$ cat config.mk
export PLATFORM = sky130hd
export DESIGN_NAME = lppg_front
export DESIGN_NICKNAME = d
export VERILOG_FILES = /design/src/rtl/lppg_pkg.sv /design/src/rtl/lppg_front.sv
export SDC_FILE = /design/constraint.sdc
export NUM_CORES = 1
export LEC_CHECK = 0
export BUFFER_PORTS_ARGS = -buffer_cell sky130_fd_sc_hd__buf_2
export CAP_MARGIN = 10
export CORE_UTILIZATION = 38
export DETAILED_ROUTE_END_ITERATION = 10
export PLACE_DENSITY = 0.76
export REMOVE_ABC_BUFFERS = 1
export SETUP_SLACK_MARGIN = 0.5
export SYNTH_ARGS = -nofsm -noshare
export SYNTH_HDL_FRONTEND = slang
export SYNTH_SLANG_ARGS = --single-unit
$ cat constraint.sdc
create_clock -name clk -period 1.77 [get_ports clk]
set_input_delay 0.2655 -clock clk [delete_from_list [all_inputs] [get_ports clk]]
set_output_delay 0.2655 -clock clk [all_outputs]
set_load 0.02 [all_outputs]
$ cat src/rtl/lppg_pkg.sv
package lppg_pkg;

  // Pipeline depth and coordinate width
  localparam int CORDIC_STAGES = 16;
  localparam int COORD_BITS    = 18;
  localparam int GUARD_BITS    = 6;

  // Port field widths
  localparam int POINT_W = 18;
  localparam int RING_W  = 6;
  localparam int DIST_W  = 18;
  localparam int YAW_W   = 17;
  localparam int ANGLE_W = 16;

  localparam int IN_TDATA_W  = ((2 * POINT_W + RING_W + 7) / 8) * 8;
  localparam int OUT_TDATA_W = ((DIST_W + YAW_W + 7) / 8) * 8;

  // Coordinate bits taken from each input field
  localparam int XIN_W  = (COORD_BITS < POINT_W) ? COORD_BITS : POINT_W;
  // Working x/y: guard bits plus headroom for negation, gain and sqrt(2)
  localparam int WORK_W = COORD_BITS + GUARD_BITS + 3;
  // Working angle in 2^-16 degree
  localparam int Z_W    = 26;

  localparam logic signed [Z_W-1:0] Z_HALF_TURN = Z_W'(180 * 65536);

  // 1/K of the CORDIC gain in Q22
  localparam int                 GAIN_W   = 22;
  localparam logic [GAIN_W-1:0]  INV_GAIN = GAIN_W'(2547003);
  localparam int                 PROD_W   = WORK_W - 1 + GAIN_W;
  localparam int                 SCALE_SH = 22 + GUARD_BITS;

  localparam int YAW_CLAMP = 46080;

  // Small queue between front and back
  localparam int QUEUE_DEPTH = 4;
  localparam int QPTR_W      = $clog2(QUEUE_DEPTH);
  localparam int QCNT_W      = $clog2(QUEUE_DEPTH + 1);

  // Configuration port
  localparam int CFG_IDX_W  = 2;
  localparam int CFG_DATA_W = 18;

  typedef enum logic [CFG_IDX_W-1:0] {
    REG_RING_FIRST   = 2'd0,
    REG_RING_LAST    = 2'd1,
    REG_ANGLE_LIMIT  = 2'd2,
    REG_MAX_DISTANCE = 2'd3
  } reg_idx_t;

  typedef logic signed [WORK_W-1:0] coord_t;
  typedef logic signed [Z_W-1:0]    angle_t;

  typedef struct packed {
    coord_t x;
    coord_t y;
    angle_t z;
    logic   origin;
  } item_t;

  typedef struct packed {
    logic [RING_W-1:0]  ring_first;
    logic [RING_W-1:0]  ring_last;
    logic [ANGLE_W-1:0] angle_limit;
    logic [DIST_W-1:0]  max_distance;
  } cfg_t;

  // atan(2^-i) in 2^-16 degree, rounded
  function automatic angle_t atan_q16(input int unsigned idx);
    angle_t v;
    case (idx)
      0:       v = Z_W'(2949120);
      1:       v = Z_W'(1740967);
      2:       v = Z_W'(919879);
      3:       v = Z_W'(466945);
      4:       v = Z_W'(234379);
      5:       v = Z_W'(117304);
      6:       v = Z_W'(58666);
      7:       v = Z_W'(29335);
      8:       v = Z_W'(14668);
      9:       v = Z_W'(7334);
      10:      v = Z_W'(3667);
      11:      v = Z_W'(1833);
      12:      v = Z_W'(917);
      13:      v = Z_W'(458);
      14:      v = Z_W'(229);
      15:      v = Z_W'(115);
      16:      v = Z_W'(57);
      17:      v = Z_W'(29);
      18:      v = Z_W'(14);
      19:      v = Z_W'(7);
      20:      v = Z_W'(4);
      21:      v = Z_W'(2);
      22:      v = Z_W'(1);
      default: v = '0;
    endcase
    return v;
  endfunction

endpackage

$ cat src/rtl/lppg_front.sv
module lppg_front (
  input  logic                            clk,
  input  logic                            rst_n,
  input  logic                            in_tvalid,
  output logic                            in_tready,
  input  logic [lppg_pkg::IN_TDATA_W-1:0] in_tdata,
  input  lppg_pkg::cfg_t                  cfg,
  output logic                            push,
  output lppg_pkg::item_t                 push_item,
  input  logic                            q_full
);
  import lppg_pkg::*;

  logic              f_vld_r;
  item_t             item_r;
  item_t             item_nxt;
  logic              accept;
  logic              ring_ok;
  logic [RING_W-1:0] ring;
  logic [XIN_W-1:0]  px_raw;
  logic [XIN_W-1:0]  py_raw;
  logic              sx;
  logic              sy;
  coord_t            px_s;
  coord_t            py_s;

  assign in_tready = !f_vld_r || !q_full;
  assign accept    = in_tvalid && in_tready;
  assign push      = f_vld_r && !q_full;
  assign push_item = item_r;

  assign px_raw = in_tdata[XIN_W-1:0];
  assign py_raw = in_tdata[POINT_W +: XIN_W];
  assign ring   = in_tdata[2*POINT_W +: RING_W];

  // A wider working coordinate than the field sees the field as unsigned
  assign sx = (COORD_BITS <= POINT_W) ? px_raw[XIN_W-1] : 1'b0;
  assign sy = (COORD_BITS <= POINT_W) ? py_raw[XIN_W-1] : 1'b0;

  assign ring_ok = (ring >= cfg.ring_first) && (ring <= cfg.ring_last);

  always_comb begin
    px_s = coord_t'({{(WORK_W-XIN_W){sx}}, px_raw}) <<< GUARD_BITS;
    py_s = coord_t'({{(WORK_W-XIN_W){sy}}, py_raw}) <<< GUARD_BITS;
    item_nxt.origin = (px_s == '0) && (py_s == '0);
    // Fold the left half plane onto the right one
    if (px_s[WORK_W-1]) begin
      item_nxt.x = -px_s;
      item_nxt.y = -py_s;
      item_nxt.z = py_s[WORK_W-1] ? -Z_HALF_TURN : Z_HALF_TURN;
    end else begin
      item_nxt.x = px_s;
      item_nxt.y = py_s;
      item_nxt.z = '0;
    end
  end

  // Drop points outside the ring band right here
  always_ff @(posedge clk) begin
    if (!rst_n) begin
      f_vld_r <= 1'b0;
    end else if (accept) begin
      f_vld_r <= ring_ok;
    end else if (push) begin
      f_vld_r <= 1'b0;
    end
  end

  always_ff @(posedge clk) begin
    if (accept) begin
      item_r <= item_nxt;
    end
  end

endmodule

==> out/metrics.yaml, run 1 <==
worst_setup_path:
  reg2reg_to: "push_item[43]"
  critical_path.slowest_cell: "or4_4"
  critical_path_arrival_ps: 1590
  timing.rr.start: "f_vld_r"
  crit_path_start_kind: "input pin"
  reg2reg_slack_ps: 630
  crit_fanout: 3
  cp-end-kind: "flop"
  path_cells: "buf_6, or4_4, or4_4, o21ai_2, nand2_1"
  worstRegToRegCells: 3
  cp.required_ps: 1810
  path_class: "input pin to flop"
  cp_common_cell: "or4_4"
  max_stage_delay_ps: 530
finish:
  layout-drive-gt1-share_pct: 45.4
  fin_nets: 484
  layout_commonest_cell: "buf_2"
  area.growth.synth_to_final_pct: 38.4
  final_cell_mix: "105 x buf_2, 46 x edfxtp_1, 33 x conb_1"
  antenna_cells: 0
yosys:
  syn_area_per_cell_um2: 11.6
  synth-edff-count: 46
  synth.distinct_cells: 36
  ys.flop_type: "edfxtp_1"
  ys_warn_count: 0
  synthArstFlopShare_pct: 0
  syn_area_um2: 2760
  ys_seq_area_share_pct: 50.8
  synth_cells: 238
  ys_ff_latch: 47
grt:
  antenna_found_initial: 0
  gr-total-overflow: 0
  grt_max_degree: 47
  grt_pass1_vias: 1995
  grtUsageTotal_pct: 15.0
  grt_pass1_wl_mm: 8.85
route:
  drtIter0Drc: 43
  drt-wirelength-per-cell_um: 12.3
  routed_wirelength_mm: 5.77
  firstDrtPassIters: 4
  postRouteAntennaNets: 0
  vias: 2139
  drc: 0
  via_per_inst: 4.57
place:
  io_buffers: 110
  place_hpwl_mm: 4.16
  gp_congestion: 0.748
  place_ws_ps: -136
sta:
  finalWorstSetupSlack_ps: 222
  layout_min_cycle_time_ps: 1550
  rsz0062_at_grt: "true"
  hold-worst-slack_ps: 198
  min_period_over_period_pct: 87.4
  slew_violations: 0
  relSlewSlack_pct: 65.4
  finalSetupViolCount: 0
  fin_skew_ps: 5.34
  hold_viol_final: 0
  max_freq_ghz: 0.646
  worst_pin_slew_ps: 514
hold_path:
  hp-class: "input pin to flop"
  worstHoldPathCells: 1
  hold_start: "in_tdata[18]"
  min_to: "push_item[33]"
outcome:
  status: "complete, no violations"
power_and_ir_drop:
  p_sw_share_pct: 29.2
  power_leakage_nw: 1.68
  p_clk_share_pct: 22.5
  power.internal_w: 0.00186
  combPwrFrac_pct: 25.8
  seqPwrFrac_pct: 51.7
  p_switching_w: 0.000767
  p_per_area_nw_per_um2: 689
  vdd_drop_max_mv: 0.267
clock_network:
  clock_latency_ps: 290
  cts_made_buffers: 5
  hold_buffers: 0
  cts_buffer_depth: 2
  h-tree-depth: 2
  cts_root_buf: "clkbuf_8"
  clk_pin_slew_ps: 80
  cts_tree: "done"
  clock-sinks: 47
floorplanning:
  design.portCount: 181
  die_w_um: 87.2
  fp.coreArea_um2: 6910
  die_h_um: 87.2
  dieArea_um2: 7600
  rows: 30
  start_util_pct: 39.9
flow_run:
  drv_cap: 0
[power by group through the flow]
| stage | clock network, W | registers, W | logic (W) |
|---|---|---|---|
| after floorplan | 0 | 0.00151 | 0.000238 |
| after global placement | 0 | 0.00138 | 0.000608 |
| after detailed placement | 0 | 0.00138 | 0.000626 |
| after CTS | 0.000613 | 0.00136 | 0.000659 |
| after global routing | 0.000658 | 0.00137 | 0.000738 |
| final | 0.000591 | 0.00136 | 0.000679 |
[layer usage]
metal	global-route usage, %	part of all wire, %	vias to the layer above
met5	0	0	-
met4	5.37	0.88	0
met1	17.3	39	980
li1	-	-	1051
met3	2.18	7.7	4
met2	28.1	52	104
[layout make-up]
class	instances	area, µm²
inverter	15	56.3
tap	96	120
sequential	47	1400
fill	608	3090
clock buffer	5	68.8
timing repair buffer	134	810
multi-input combinational	169	1350
clock inverter	2	8.76
[worst max-delay path: cells and delay by family]
kind                   cells  cell delay [ps]
AOI/OAI and AO/OA          1              150
buffers and inverters      1               90
and+or+nand+nor            3             1080
[synthesized netlist by cell type, types with 4 or more instances]
master	instances	area share, %
edfxtp_1	46	50
xnor2_1	31	9.9
nand2_1	18	2.5
o31ai_1	9	2.5
o21ai_0	12	2.2
ha_1	14	6.4
buf_4	35	9.5
nor2_1	5	0.68
inv_1	15	2.0
o41ai_1	4	1.3
a21oi_1	4	0.73
nand3b_1	4	1.1
nand2b_1	5	1.1
[logic make-up after synthesis]
kind of cell	after synthesis	share of synthesized area, %
flops	47	50.8
fa+ha+maj	14	6.36
buf+inv	54	12.1
compound gates	35	8.99
xor+xnor	31	9.85
simple gates	56	11.7
other cells	1	0.136
[stage by stage]
step	total power, W	cells	TNS, ps	area [µm²]	utilization (%)
detailed placement	0.00201	454	-834	3420	49.6
global placement	0.00199	454	-614	3420	49.6
floorplan	0.00175	231	-12220	2600	-
CTS	0.00263	466	0	3700	53.5
finish	0.00263	468	0	3810	55.2
global route	0.00276	468	0	3810	55.2
[how the worst max path moves through the flow]
stage	startpoint	endpoint	slack, ps
after floorplan	f_vld_r	push_item[0]	-270
after global placement	in_tdata[30]	push_item[51]	-120
after detailed placement	in_tdata[30]	push_item[53]	-140
after CTS	in_tdata[30]	push_item[50]	220
after global routing	in_tdata[30]	push_item[50]	190
final	in_tdata[30]	push_item[53]	220
[flip-flops by register name, summed over array words and instances, names as in the netlist]
register and cells:
f_vld_r 1, push_item 46
[what timing repair did]
action	4_1_cts	5_1_grt
gates resized for setup	29	24
setup buffers	5	2
pin swaps	12	9
setup endpoints to repair	22	24
No activity file was read; power rests on OpenSTA's default activity.
==> inputs of run 2 (changes only) <==
--- a/config.mk
+++ b/config.mk
@@ -9,7 +9,7 @@
 export CAP_MARGIN = 10
 export CORE_UTILIZATION = 38
 export DETAILED_ROUTE_END_ITERATION = 10
-export PLACE_DENSITY = 0.76
+export PLACE_DENSITY = 0.73
 export REMOVE_ABC_BUFFERS = 1
 export SETUP_SLACK_MARGIN = 0.5
 export SYNTH_ARGS = -nofsm -noshare
==> out/metrics.yaml, run 2 (same netlist as run 1, synthesis figures left out) <==
floorplanning:
  rows: 30  # unchanged
  die_w_um: 87.2  # unchanged
  dieArea_um2: 7600  # unchanged
  fp.coreArea_um2: 6910  # unchanged
  design.portCount: 181  # unchanged
  die_h_um: 87.2  # unchanged
  start_util_pct: 39.9  # unchanged
worst_setup_path:
  reg2reg_slack_ps: 620  # about the same
  crit_path_start_kind: "input pin"
  critical_path_arrival_ps: 1600  # about the same
  reg2reg_to: "push_item[64]"
  path_class: "input pin to flop"
  max_stage_delay_ps: 530  # about the same
  timing.rr.start: "f_vld_r"
  crit_start: "in_tdata[30]"
  critical-path-top-delay-family: "simple AND/OR/NAND/NOR gates"
  path_buf_inv: 1  # unchanged
  path_cells: "buf_6, or4_4, or4_4, o21ai_4, xnor2_1"
  cp-endpoint: "push_item[50]"
  cp.depth: 5  # unchanged
  cp_common_cell: "or4_4"
  critical_path.slowest_cell: "or4_4"
  cp.required_ps: 1820  # about the same
  crit_fanout: 3  # unchanged
  worstRegToRegCells: 3  # unchanged
  cp-end-kind: "flop"
clock_network:
  cts_buffer_depth: 2  # unchanged
  cts_tree: "done"
  clock_latency_ps: 290  # about the same
  h-tree-depth: 2  # unchanged
  cts_root_buf: "clkbuf_8"
  clk_pin_slew_ps: 80  # about the same
  clock-sinks: 47  # unchanged
  cts_made_buffers: 5  # unchanged
route:
  drt-wirelength-per-cell_um: 12.9  # +4.5%
  firstDrtPassIters: 4  # unchanged
  via_per_inst: 4.70  # +2.9%
  drtIter0Drc: 95  # +120%
  postRouteAntennaNets: 0  # unchanged
  routed_wirelength_mm: 6.20  # +7.5%
  vias: 2263  # +5.8%
  drc: 0  # unchanged
sta:
  finalSetupTns_ps: 0  # unchanged
  finalWorstSetupSlack_ps: 221  # -1.26 ps
  finalSetupViolCount: 0  # unchanged
  fin_skew_ps: 8.43  # +3.09 ps
  max_freq_ghz: 0.646  # about the same
  min_period_over_period_pct: 87.5  # about the same
  rsz0062_at_grt: "true"
  slew_violations: 0  # unchanged
  hold_viol_final: 0  # unchanged
  layout_min_cycle_time_ps: 1550  # +1.26 ps
place:
  placed_area_um2: 3470  # +1.3%
  place_ws_ps: -147  # -10.5 ps
  gp_congestion: 0.769  # +2.8%
  io_buffers: 110  # unchanged
  place_hpwl_mm: 4.23  # +1.7%
  dp_cells: 460  # +1.3%
finish:
  area.growth.synth_to_final_pct: 45.6
  finish.instance_area_um2: 4010  # +5.2%
  antenna_cells: 0  # unchanged
  finalNonFillerCells: 481  # +2.8%
  fin_nets: 496  # +2.5%
  layout-drive-gt1-share_pct: 48.1  # +2.6 points
  final_core_util_pct: 58.1  # +2.9 points
  layout_commonest_cell: "buf_2"
  nFillCells: 574  # -5.6%
  largest_reg_flops: 46  # unchanged
  final_cell_mix: "102 x buf_2, 46 x edfxtp_1, 33 x conb_1"
power_and_ir_drop:
  vdd_drop_max_mv: 0.334  # +25%
  p_per_area_nw_per_um2: 741  # +7.5%
  power_leakage_nw: 1.77  # +5.7%
grt:
  grt_max_degree: 47  # unchanged
  gr-total-overflow: 0  # unchanged
  grt_pass1_wl_mm: 8.67  # -2.0%
  grtUsageTotal_pct: 15.0  # -0.043 points
  antenna_found_initial: 0  # unchanged
  grt_pass1_vias: 1980  # -0.75%
flow_run:
  drv_cap: 0  # unchanged
outcome:
  status: "complete, no violations"
hold_path:
  hp-class: "input pin to flop"
[run 2: worst min path at each step]
stage            startpoint       endpoint  slack (ps)  cells past startpoint
4_1_cts         in_tdata[0]  push_item[60]         190                      1
3_3_place_gp        f_vld_r        f_vld_r         470                      2
6_report        in_tdata[0]  push_item[60]         210                      1
2_1_floorplan  in_tdata[17]  push_item[19]         360                      0
5_1_grt         in_tdata[0]  push_item[60]         200                      1
3_5_place_dp        f_vld_r        f_vld_r         480                      2
[run 2: worst reg2reg max path: cells and delay by family, from the launching register on]
family / cells / cell delay [ps]
simple gates: 2 / 240
flops: 1 / 330
buf+inv: 1 / 240
[run 2: per-stage QoR]
stage,power (W),hold slack [ps]
6_report,0.00297,206
3_5_place_dp,0.00202,480
2_1_floorplan,0.00175,364
3_3_place_gp,0.00200,471
5_1_grt,0.00310,201
4_1_cts,0.00295,194
[run 2: what timing repair did]
item | 4_1_cts | 5_1_grt
setup endpoints to repair | 20 | 24
hold buffers | 0 | 0
setup buffers | 6 | 7
pin swaps | 17 | 17
resized for setup | 38 | 27
[run 2: per-layer routing]
metal  GRT usage, %  routed length [µm]
met1           16.1                2350
met2           29.3                3300
met3           2.75                 457
met4           4.62                  93
met5              0                   0
[run 2: layout make-up]
cell class	count	area [µm²]	share of cell area [%]
Tap cell	96	120	2.99
Sequential cell	47	1400	35.0
Multi-Input combinational cell	169	1370	34.2
Clock buffer	6	72.6	1.81
Clock inverter	2	60.1	1.50
Inverter	15	56.3	1.40
Timing Repair Buffer	146	930	23.2
[run 2: report_power, final]
part / switching [W] / leakage (nW) / internal (W) / total, W
Clock: 0.000341 / 0.0654 / 0.000564 / 0.000905
Combinational: 0.000428 / 1.25 / 0.000280 / 0.000708
Sequential: 0.0000237 / 0.460 / 0.00133 / 0.00136
