===== src/rtl/lppg_pkg.sv =====
package lppg_pkg;

  // Pipeline depth and coordinate width
  localparam int CORDIC_STAGES = 16;
  localparam int COORD_BITS    = 18;
  localparam int GUARD_BITS    = 6;

  // Port field widths
  localparam int POINT_W = 18;
  localparam int RING_W  = 6;
  localparam int DIST_W  = 18;
  localparam int YAW_W   = 17;
  localparam int ANGLE_W = 16;

  localparam int IN_TDATA_W  = ((2 * POINT_W + RING_W + 7) / 8) * 8;
  localparam int OUT_TDATA_W = ((DIST_W + YAW_W + 7) / 8) * 8;

  // Coordinate bits taken from each input field
  localparam int XIN_W  = (COORD_BITS < POINT_W) ? COORD_BITS : POINT_W;
  // Working x/y: guard bits plus headroom for negation, gain and sqrt(2)
  localparam int WORK_W = COORD_BITS + GUARD_BITS + 3;
  // Working angle in 2^-16 degree
  localparam int Z_W    = 26;

  localparam logic signed [Z_W-1:0] Z_HALF_TURN = Z_W'(180 * 65536);

  // 1/K of the CORDIC gain in Q22
  localparam int                 GAIN_W   = 22;
  localparam logic [GAIN_W-1:0]  INV_GAIN = GAIN_W'(2547003);
  localparam int                 PROD_W   = WORK_W - 1 + GAIN_W;
  localparam int                 SCALE_SH = 22 + GUARD_BITS;

  localparam int YAW_CLAMP = 46080;

  // Small queue between front and back
  localparam int QUEUE_DEPTH = 4;
  localparam int QPTR_W      = $clog2(QUEUE_DEPTH);
  localparam int QCNT_W      = $clog2(QUEUE_DEPTH + 1);

  // Configuration port
  localparam int CFG_IDX_W  = 2;
  localparam int CFG_DATA_W = 18;

  typedef enum logic [CFG_IDX_W-1:0] {
    REG_RING_FIRST   = 2'd0,
    REG_RING_LAST    = 2'd1,
    REG_ANGLE_LIMIT  = 2'd2,
    REG_MAX_DISTANCE = 2'd3
  } reg_idx_t;

  typedef logic signed [WORK_W-1:0] coord_t;
  typedef logic signed [Z_W-1:0]    angle_t;

  typedef struct packed {
    coord_t x;
    coord_t y;
    angle_t z;
    logic   origin;
  } item_t;

  typedef struct packed {
    logic [RING_W-1:0]  ring_first;
    logic [RING_W-1:0]  ring_last;
    logic [ANGLE_W-1:0] angle_limit;
    logic [DIST_W-1:0]  max_distance;
  } cfg_t;

  // atan(2^-i) in 2^-16 degree, rounded
  function automatic angle_t atan_q16(input int unsigned idx);
    angle_t v;
    case (idx)
      0:       v = Z_W'(2949120);
      1:       v = Z_W'(1740967);
      2:       v = Z_W'(919879);
      3:       v = Z_W'(466945);
      4:       v = Z_W'(234379);
      5:       v = Z_W'(117304);
      6:       v = Z_W'(58666);
      7:       v = Z_W'(29335);
      8:       v = Z_W'(14668);
      9:       v = Z_W'(7334);
      10:      v = Z_W'(3667);
      11:      v = Z_W'(1833);
      12:      v = Z_W'(917);
      13:      v = Z_W'(458);
      14:      v = Z_W'(229);
      15:      v = Z_W'(115);
      16:      v = Z_W'(57);
      17:      v = Z_W'(29);
      18:      v = Z_W'(14);
      19:      v = Z_W'(7);
      20:      v = Z_W'(4);
      21:      v = Z_W'(2);
      22:      v = Z_W'(1);
      default: v = '0;
    endcase
    return v;
  endfunction

endpackage


===== src/rtl/lppg_queue.sv =====
module lppg_queue (
  input  logic            clk,
  input  logic            rst_n,
  input  logic            push,
  input  lppg_pkg::item_t push_item,
  output logic            full,
  input  logic            pop,
  output lppg_pkg::item_t head,
  output logic            empty
);
  import lppg_pkg::*;

  item_t             mem_r [QUEUE_DEPTH];
  logic [QPTR_W-1:0] wr_ptr_r;
  logic [QPTR_W-1:0] rd_ptr_r;
  logic [QCNT_W-1:0] cnt_r;
  logic [QCNT_W-1:0] cnt_nxt;

  assign full  = (cnt_r == QCNT_W'(QUEUE_DEPTH));
  assign empty = (cnt_r == '0);
  assign head  = mem_r[rd_ptr_r];

  always_comb begin
    cnt_nxt = cnt_r;
    if (push && !pop) begin
      cnt_nxt = cnt_r + 1'b1;
    end else if (pop && !push) begin
      cnt_nxt = cnt_r - 1'b1;
    end
  end

  // Pointers wrap naturally: the depth is a power of two
  always_ff @(posedge clk) begin
    if (!rst_n) begin
      wr_ptr_r <= '0;
      rd_ptr_r <= '0;
      cnt_r    <= '0;
    end else begin
      cnt_r <= cnt_nxt;
      if (push) begin
        wr_ptr_r <= wr_ptr_r + 1'b1;
      end
      if (pop) begin
        rd_ptr_r <= rd_ptr_r + 1'b1;
      end
    end
  end

  always_ff @(posedge clk) begin
    if (push) begin
      mem_r[wr_ptr_r] <= push_item;
    end
  end

endmodule


===== config.mk =====
export PLATFORM = sky130hd
export DESIGN_NAME = lppg_queue
export DESIGN_NICKNAME = d
export VERILOG_FILES = /design/src/rtl/lppg_pkg.sv /design/src/rtl/lppg_queue.sv
export SDC_FILE = /design/constraint.sdc
export NUM_CORES = 1
export LEC_CHECK = 0
export BUFFER_PORTS_ARGS = -buffer_cell sky130_fd_sc_hd__buf_2
export CAP_MARGIN = 20
export CORE_UTILIZATION = 61
export DETAILED_ROUTE_END_ITERATION = 8
export MAX_ROUTING_LAYER = met4
export PLACE_DENSITY = 0.85
export RECOVER_POWER = 50
export REMOVE_ABC_BUFFERS = 1
export SYNTH_ARGS = -nofsm -noshare
export SYNTH_HDL_FRONTEND = slang
export SYNTH_SLANG_ARGS = --single-unit

===== constraint.sdc =====
create_clock -name clk -period 5 [get_ports clk]
set_input_delay 1 -clock clk [delete_from_list [all_inputs] [get_ports clk]]
set_output_delay 1 -clock clk [all_outputs]
set_load 0.01 [all_outputs]

==> impl_metrics.toml, run 1 <==
[outcome]
status = "complete, but fails checks"
violations = "capacitance limit, slew limit"

[placed_design]
dp_cells = 886
post_dp_cell_area_sq_um = 13240
globalplace.congestion = 0.7140
io_buffers = 167
hpwl_microns = 12770

[power]
ir_drop_mv = 0.3390
power_density_nw_per_um2 = 426.0
power_mw = 6.005
p_leak_nw = 4.566

[grt]
grt_first_pass_wirelength_microns = 32490
grt_usage_pct = 22.36
grt_max_degree = 69
grt_antenna_before_repair = 0
first_global_vias = 5670
grt.overflow.total = 0

[setup_path]
crit_arrival_ns = 4.11
slowest_stage = "and2_1"
required_ns = 5.18
cp-end-kind = "flip-flop"
reg2reg_depth = 4
critPathLaunchType = "primary input"
cp_max_fo = 52
cp_slowest_stage_delay_ns = 2.02
critical_path_class = "primary input to flip-flop"
crit_chain = "clkbuf_1 -> and2_1 -> buf_4"

[die]
die_h_microns = 143.5
core_area_sq_um = 19530
fp-row-count = 51
initial_utilization_pct = 62.55
die_x_microns = 143.5
die_area_sq_um = 20590
boundaryPins = 168

[sta]
rsz0062_at_grt = "false"
final-max-slew-violation-count = 53
hold_violations = 0
finalSetupViolCount = 0
period_share_pct = 78.56
slew_headroom_pct = -78.35
clock_skew_ns = 0.005617
period_minus_slack_ns = 3.928
max_freq_mhz = 254.6
worstMarginPinSlew_ns = 2.675

[layout]
final_cell_count_no_fill = 942
utilization_pct = 72.19
nFillCells = 1186
nets = 745
area_growth_pct = 15.41
diodes = 0
final_cell_area_sq_um = 14100
drive_above_1_share_pct = 32.50

[clocking]
postCtsSetupBuffers = 0
cts_made_buffers = 31
post_cts_resized = 0
cts_sinks = 333
postCtsHoldBufs = 0
clk_path_buf_depth = 3
tritoncts = "built"
clock_latency_ns = 0.54
cts-root-buf = "clkbuf_16"
path_clk_slew_ns = 0.06
h-tree-depth = 1

[yosys]
ys_seq_area_share_pct = 81.13
synth_cells = 466
synth.avg_cell_area_sq_um = 26.21
ys_seq_elements = 333
ys_warn_count = 0
yosysUniqueCellTypes = 21
syn_area_sq_um = 12210
synth_top_area_share_pct = 79.66
synthTopCellsByArea = "edfxtp_1 80%, mux4_2 15%, dfxtp_1 1.5%, buf_12 1.3%, ha_1 0.51%"
synth_top_area_cell = "edfxtp_1"

[hold_path]
worstHoldPathType = "flip-flop to flip-flop"
hold_depth = 2

[route]
wl_microns = 21680
drt_first_pass_iters = 4
drc = 0
drt_iter0_markers = 377
ant_nets = 0
post_drt_wl_per_cell_microns = 23.02
vias = 5475
via_per_inst = 5.812

[job]
drv_cap = 1
==> routing by layer <==
layer | track usage [%] | part of all wire (%) | vias to the layer above
li1 | - | - | 2370
met1 | 28.43 | 39 | 2868
met2 | 37.79 | 53 | 204
met3 | 4.032 | 6.1 | 33
met4 | 5.599 | 1.9 | 0
met5 | - | 0 | -
==> stage by stage <==
step / setup WS [ns] / setup TNS, ns / hold slack [ns]
detailed placement: 1.903 / 0 / 0.5206
global route: 0.8760 / 0 / 0.5742
CTS: 1.307 / 0 / 0.5310
global placement: 1.917 / 0 / 0.4842
finish: 1.072 / 0 / 0.5287
floorplan: -0.09457 / -7.660 / 0.4724
==> cells by family (layout without fill, tap and decap cells) <==
kind of cell | count (synthesis) | count (layout) | share of synthesized area, %
buffers and inverters | 22 | 233 | 1.885
muxes | 83 | 83 | 15.10
adders and majority gates | 6 | 6 | 0.6761
xor gates and xnor gates | 5 | 5 | 0.3586
DFF | 333 | 333 | 81.13
AOI/OAI and AO/OA | 2 | 2 | 0.1024
and+or+nand+nor | 15 | 15 | 0.7477
==> cell usage after synthesis <==
cell,n
nor3_1,1
o21ai_0,1
buf_12,8
xor2_1,3
and2_1,9
nand2_1,1
mux4_2,81
clkbuf_1,1
or3_1,1
ha_1,5
dfxtp_1,9
buf_6,1
nor3b_1,1
xnor2_1,2
buf_2,8
nor2b_1,2
inv_1,4
a21boi_0,1
fa_1,1
mux2i_1,2
edfxtp_1,324
==> report_power, final <==
part	internal [mW]	leakage (nW)	total [mW]	switching, mW
Sequential	3.21	3.05	3.28	0.0709
Clock	1.27	0.476	2.19	0.922
Combinational	0.253	1.04	0.534	0.281
==> state kept, by name, summed over array words and instances, names as in the netlist, named ones only <==
name,flops
mem_r,324
cnt_r,3
rd_ptr_r,2
wr_ptr_r,2
==> worst max-delay path: cells and delay by family <==
kind	cells	cell delay (ns)
buffers and inverters	2	1.02
and+or+nand+nor	1	2.02
==> placed cells by master, fill, tap and decap left out, types with 3 or more instances in the layout <==
| cell | instances |
|---|---|
| dfxtp_1 | 7 |
| clkbuf_16 | 31 |
| mux4_2 | 81 |
| clkinv_2 | 7 |
| xor2_1 | 3 |
| and2_1 | 3 |
| inv_1 | 4 |
| and2_4 | 3 |
| buf_2 | 84 |
| edfxtp_1 | 324 |
| clkbuf_1 | 91 |
| ha_1 | 5 |
| clkinv_1 | 4 |
| buf_4 | 5 |
| and2_0 | 3 |
==> path summary, 6_finish.rpt <==
path | endpoint | slack [ns] | from
worst max register to register | mem_r[0][12]$_DFFE_PP_ | 1.36 | wr_ptr_r[0]$_SDFFE_PN0P_
worst max-delay path | mem_r[0][12]$_DFFE_PP_ | 1.07 | push
worst min-delay path | cnt_r[2]$_SDFFE_PN0P_ | 0.53 | cnt_r[2]$_SDFFE_PN0P_
worst min register to register | cnt_r[2]$_SDFFE_PN0P_ | 0.53 | cnt_r[2]$_SDFFE_PN0P_
==> final cells by class <==
type,count,area (sq um),share of cell area [%]
clock buffers,41,833.3,5.912
clock inverters,15,127.6,0.9054
inverters,4,15.01,0.1065
multi-input cells,111,2082,14.77
flip-flops and latches,333,9917,70.35
well taps,265,331.6,2.352
repair buffers,173,789.5,5.601
No activity file was read; power rests on OpenSTA's default activity.
==> inputs of run 2 (changes only) <==
--- a/config.mk
+++ b/config.mk
@@ -5,12 +5,13 @@
 export SDC_FILE = /design/constraint.sdc
 export NUM_CORES = 1
 export LEC_CHECK = 0
+export ABC_AREA = 1
 export BUFFER_PORTS_ARGS = -buffer_cell sky130_fd_sc_hd__buf_2
 export CAP_MARGIN = 20
-export CORE_UTILIZATION = 61
+export CORE_UTILIZATION = 57
 export DETAILED_ROUTE_END_ITERATION = 8
 export MAX_ROUTING_LAYER = met4
-export PLACE_DENSITY = 0.85
+export PLACE_DENSITY = 0.8
 export RECOVER_POWER = 50
 export REMOVE_ABC_BUFFERS = 1
 export SYNTH_ARGS = -nofsm -noshare
==> constraint.sdc (replaced) <==
create_clock -name clk -period 4 [get_ports clk]
set_input_delay 0.8 -clock clk [delete_from_list [all_inputs] [get_ports clk]]
set_output_delay 0.8 -clock clk [all_outputs]
set_load 0.01 [all_outputs]
==> run 2 against run 1 <==
  * Critical path depth is 1 higher
  * Final cell count is 38% higher
  * Largest cell class unchanged
  * Total power is 27% higher
  * Design area is 2.2% higher
  * Setup slack worse by 0.39 ns
  * Critical path type is now flip-flop to primary output
  * The run ends with capacitance limit left
  * Largest power group unchanged
  * Hold slack worse by 0.088 ns
  * Area after synthesis is 2.6% higher
  * Critical endpoint is now head[41]
==> impl_metrics.toml, run 2 <==
[yosys]
synth_cells = 841
synthTopCellsByArea = "edfxtp_1 78%, o21ai_0 5.9%, nor2_1 4.4%, o22ai_1 4.0%, dfxtp_1 1.4%"
ys_warn_count = 0
yosysUniqueCellTypes = 23
ys_seq_area_share_pct = 79.11
synth_most_common_cell = "edfxtp_1"
syn_area_sq_um = 12530
synth_top_area_share_pct = 77.67
synth_edf_count = 324
ys_async_sr_fraction_pct = 0
synth_flop_cell = "edfxtp_1"
synth.avg_cell_area_sq_um = 14.90
ys_seq_elements = 333
synth_top_area_cell = "edfxtp_1"
synth_common_cells = "324 x edfxtp_1, 148 x o21ai_0, 147 x nor2_1"

[clocking]
clk_path_buf_depth = 3
tritoncts = "built"
cts_made_buffers = 34
post_cts_resized = 0
cts_sinks = 333
cts-root-buf = "clkbuf_16"
path_clk_slew_ns = 0.06
clock_latency_ns = 0.50
postCtsSetupBuffers = 0
postCtsHoldBufs = 0
h-tree-depth = 2

[power]
combPwrFrac_pct = 8.6
power.internal_mw = 5.943
pwr-share-seq_pct = 53.0
ir_drop_mv = 0.5060
p_sw_mw = 1.672
power_density_nw_per_um2 = 528.5
swShare_pct = 21.96
clkPwrFrac_pct = 38.4
p_leak_nw = 4.827

[die]
initial_utilization_pct = 58.85
die_area_sq_um = 22570
boundaryPins = 168
fp-row-count = 53
core_area_sq_um = 21290
die_x_microns = 150.2
die_h_microns = 150.2

[grt]
grt.overflow.total = 0
grt_first_pass_wirelength_microns = 37630
grt_usage_pct = 22.91
first_global_vias = 7408
grt_max_degree = 163
grt_antenna_before_repair = 2

[setup_path]
r2r_slack_ns = 1.27
critPathLaunchType = "flip-flop"
slowest_stage = "inv_8"
required_ns = 3.20
r2r_start = "wr_ptr_r[0]$_SDFFE_PN0P_"
crit_chain = "inv_8 -> o21ai_0 -> o22ai_1 -> buf_2"
cp_max_fo = 162
crit_family = "buffers and inverters"
crit_arrival_ns = 2.52
cp-end-kind = "primary output"
critical_path_class = "flip-flop to primary output"
reg2reg_to = "mem_r[3][10]$_DFFE_PP_"
reg2reg_depth = 4
crit_buf_inv = 2
cp_slowest_stage_delay_ns = 0.61

[sta]
final-max-slew-violation-count = 0
finalSetupViolCount = 0
hold_violations = 0
setup_ws_ns = 0.6849
slew_headroom_pct = 0.7892
clock_skew_ns = 0.01578
rsz0062_at_grt = "false"
fin_setup_tns_ns = 0
max_freq_mhz = 301.6
worst_hold_slack_ns = 0.4410
worstMarginPinSlew_ns = 1.480
period_minus_slack_ns = 3.315
period_share_pct = 82.88

[placed_design]
globalplace.congestion = 0.7247
hpwl_microns = 13470
io_buffers = 167
place_ws_ns = 1.368

[layout]
largest_reg_flops = 324
final_cell_mix = "324 x edfxtp_1, 148 x o21ai_0, 147 x nor2_1"
mostFrequentLayoutCell = "edfxtp_1"
area_growth_pct = 15.02
nets = 1093
largest_register = "mem_r"
drive_above_1_share_pct = 16.11
top_regs = "mem_r: 324 flops, cnt_r: 3 flops"

[route]
via_per_inst = 5.732
drt_iter0_markers = 520
drt_first_pass_iters = 5
ant_nets = 0
wl_microns = 24790
post_drt_wl_per_cell_microns = 19.05
vias = 7457
drc = 0

[hold_path]
hold_depth = 1
hp-start = "rd_ptr_r[1]$_SDFFE_PN0P_"
worstHoldPathType = "flip-flop to flip-flop"

[outcome]
status = "complete, but fails checks"
violations = "capacitance limit"

[job]
drv_cap = 1
[run 2: stage by stage]
step / power (mW) / std cells / utilization (%) / instance area, sq um
floorplan: 4.454 / 789 / - / 12170
global placement: 4.746 / 1241 / 63.28 / 13470
detailed placement: 4.773 / 1241 / 63.28 / 13470
CTS: 7.679 / 1299 / 68.15 / 14510
global route: 7.880 / 1301 / 67.69 / 14410
finish: 7.615 / 1301 / 67.69 / 14410
[run 2: routing by layer]
metal  vias to the layer above  routed length [microns]  track usage [%]
met5                         -                        0                -
met4                         0                      590            8.232
met3                        53                     2043            5.485
met2                       260                    12470            37.78
met1                      3650                     9686            27.68
li1                       3494                        -                -
[run 2: worst max-delay path by stage]
stage	from	to	cells past startpoint
after floorplan	flip-flop	head[0]	3
after global placement	push	mem_r[0][33]$_DFFE_PP_	5
after detailed placement	push	mem_r[0][22]$_DFFE_PP_	5
after CTS	flip-flop	head[4]	4
after global routing	flip-flop	head[41]	4
final	flip-flop	head[41]	4
[run 2: worst reg2reg max path, stage by stage (launching register included)]
cell	delay, ns
dfxtp_1	0.33
ha_1	0.20
nand2_1	0.08
clkinvlp_2	1.13
buf_12	0.68
[run 2: power by group through the flow]
| stage | clock network (mW) | logic [mW] | registers [mW] |
|---|---|---|---|
| floorplan | 0 | 0.330 | 4.12 |
| global placement | 0 | 0.646 | 4.10 |
| detailed placement | 0 | 0.667 | 4.11 |
| CTS | 2.97 | 0.670 | 4.03 |
| global route | 3.11 | 0.723 | 4.04 |
| finish | 2.93 | 0.653 | 4.03 |
[run 2: cell type report]
type | count | area [sq um]
clock buffer | 45 | 923.4
clock inverter | 13 | 113.9
fill | 1467 | 6878
inverter | 17 | 81.33
sequential | 333 | 9915
timing repair buffer | 177 | 844.6
multi-input combinational | 439 | 2182
antenna | 2 | 5.005
tap | 275 | 344.1
[run 2: cell families (layout without fill, tap and decap cells)]
family,Yosys count,in the layout,share of synthesized area [%]
flip-flops,333,333,79.11
AND/OR/NAND/NOR,180,180,5.843
AO/OA/AOI/OAI,253,253,10.92
adder cells (fa/ha/maj),6,6,0.6592
buffers and inverters,69,252,3.476
other,0,2,0
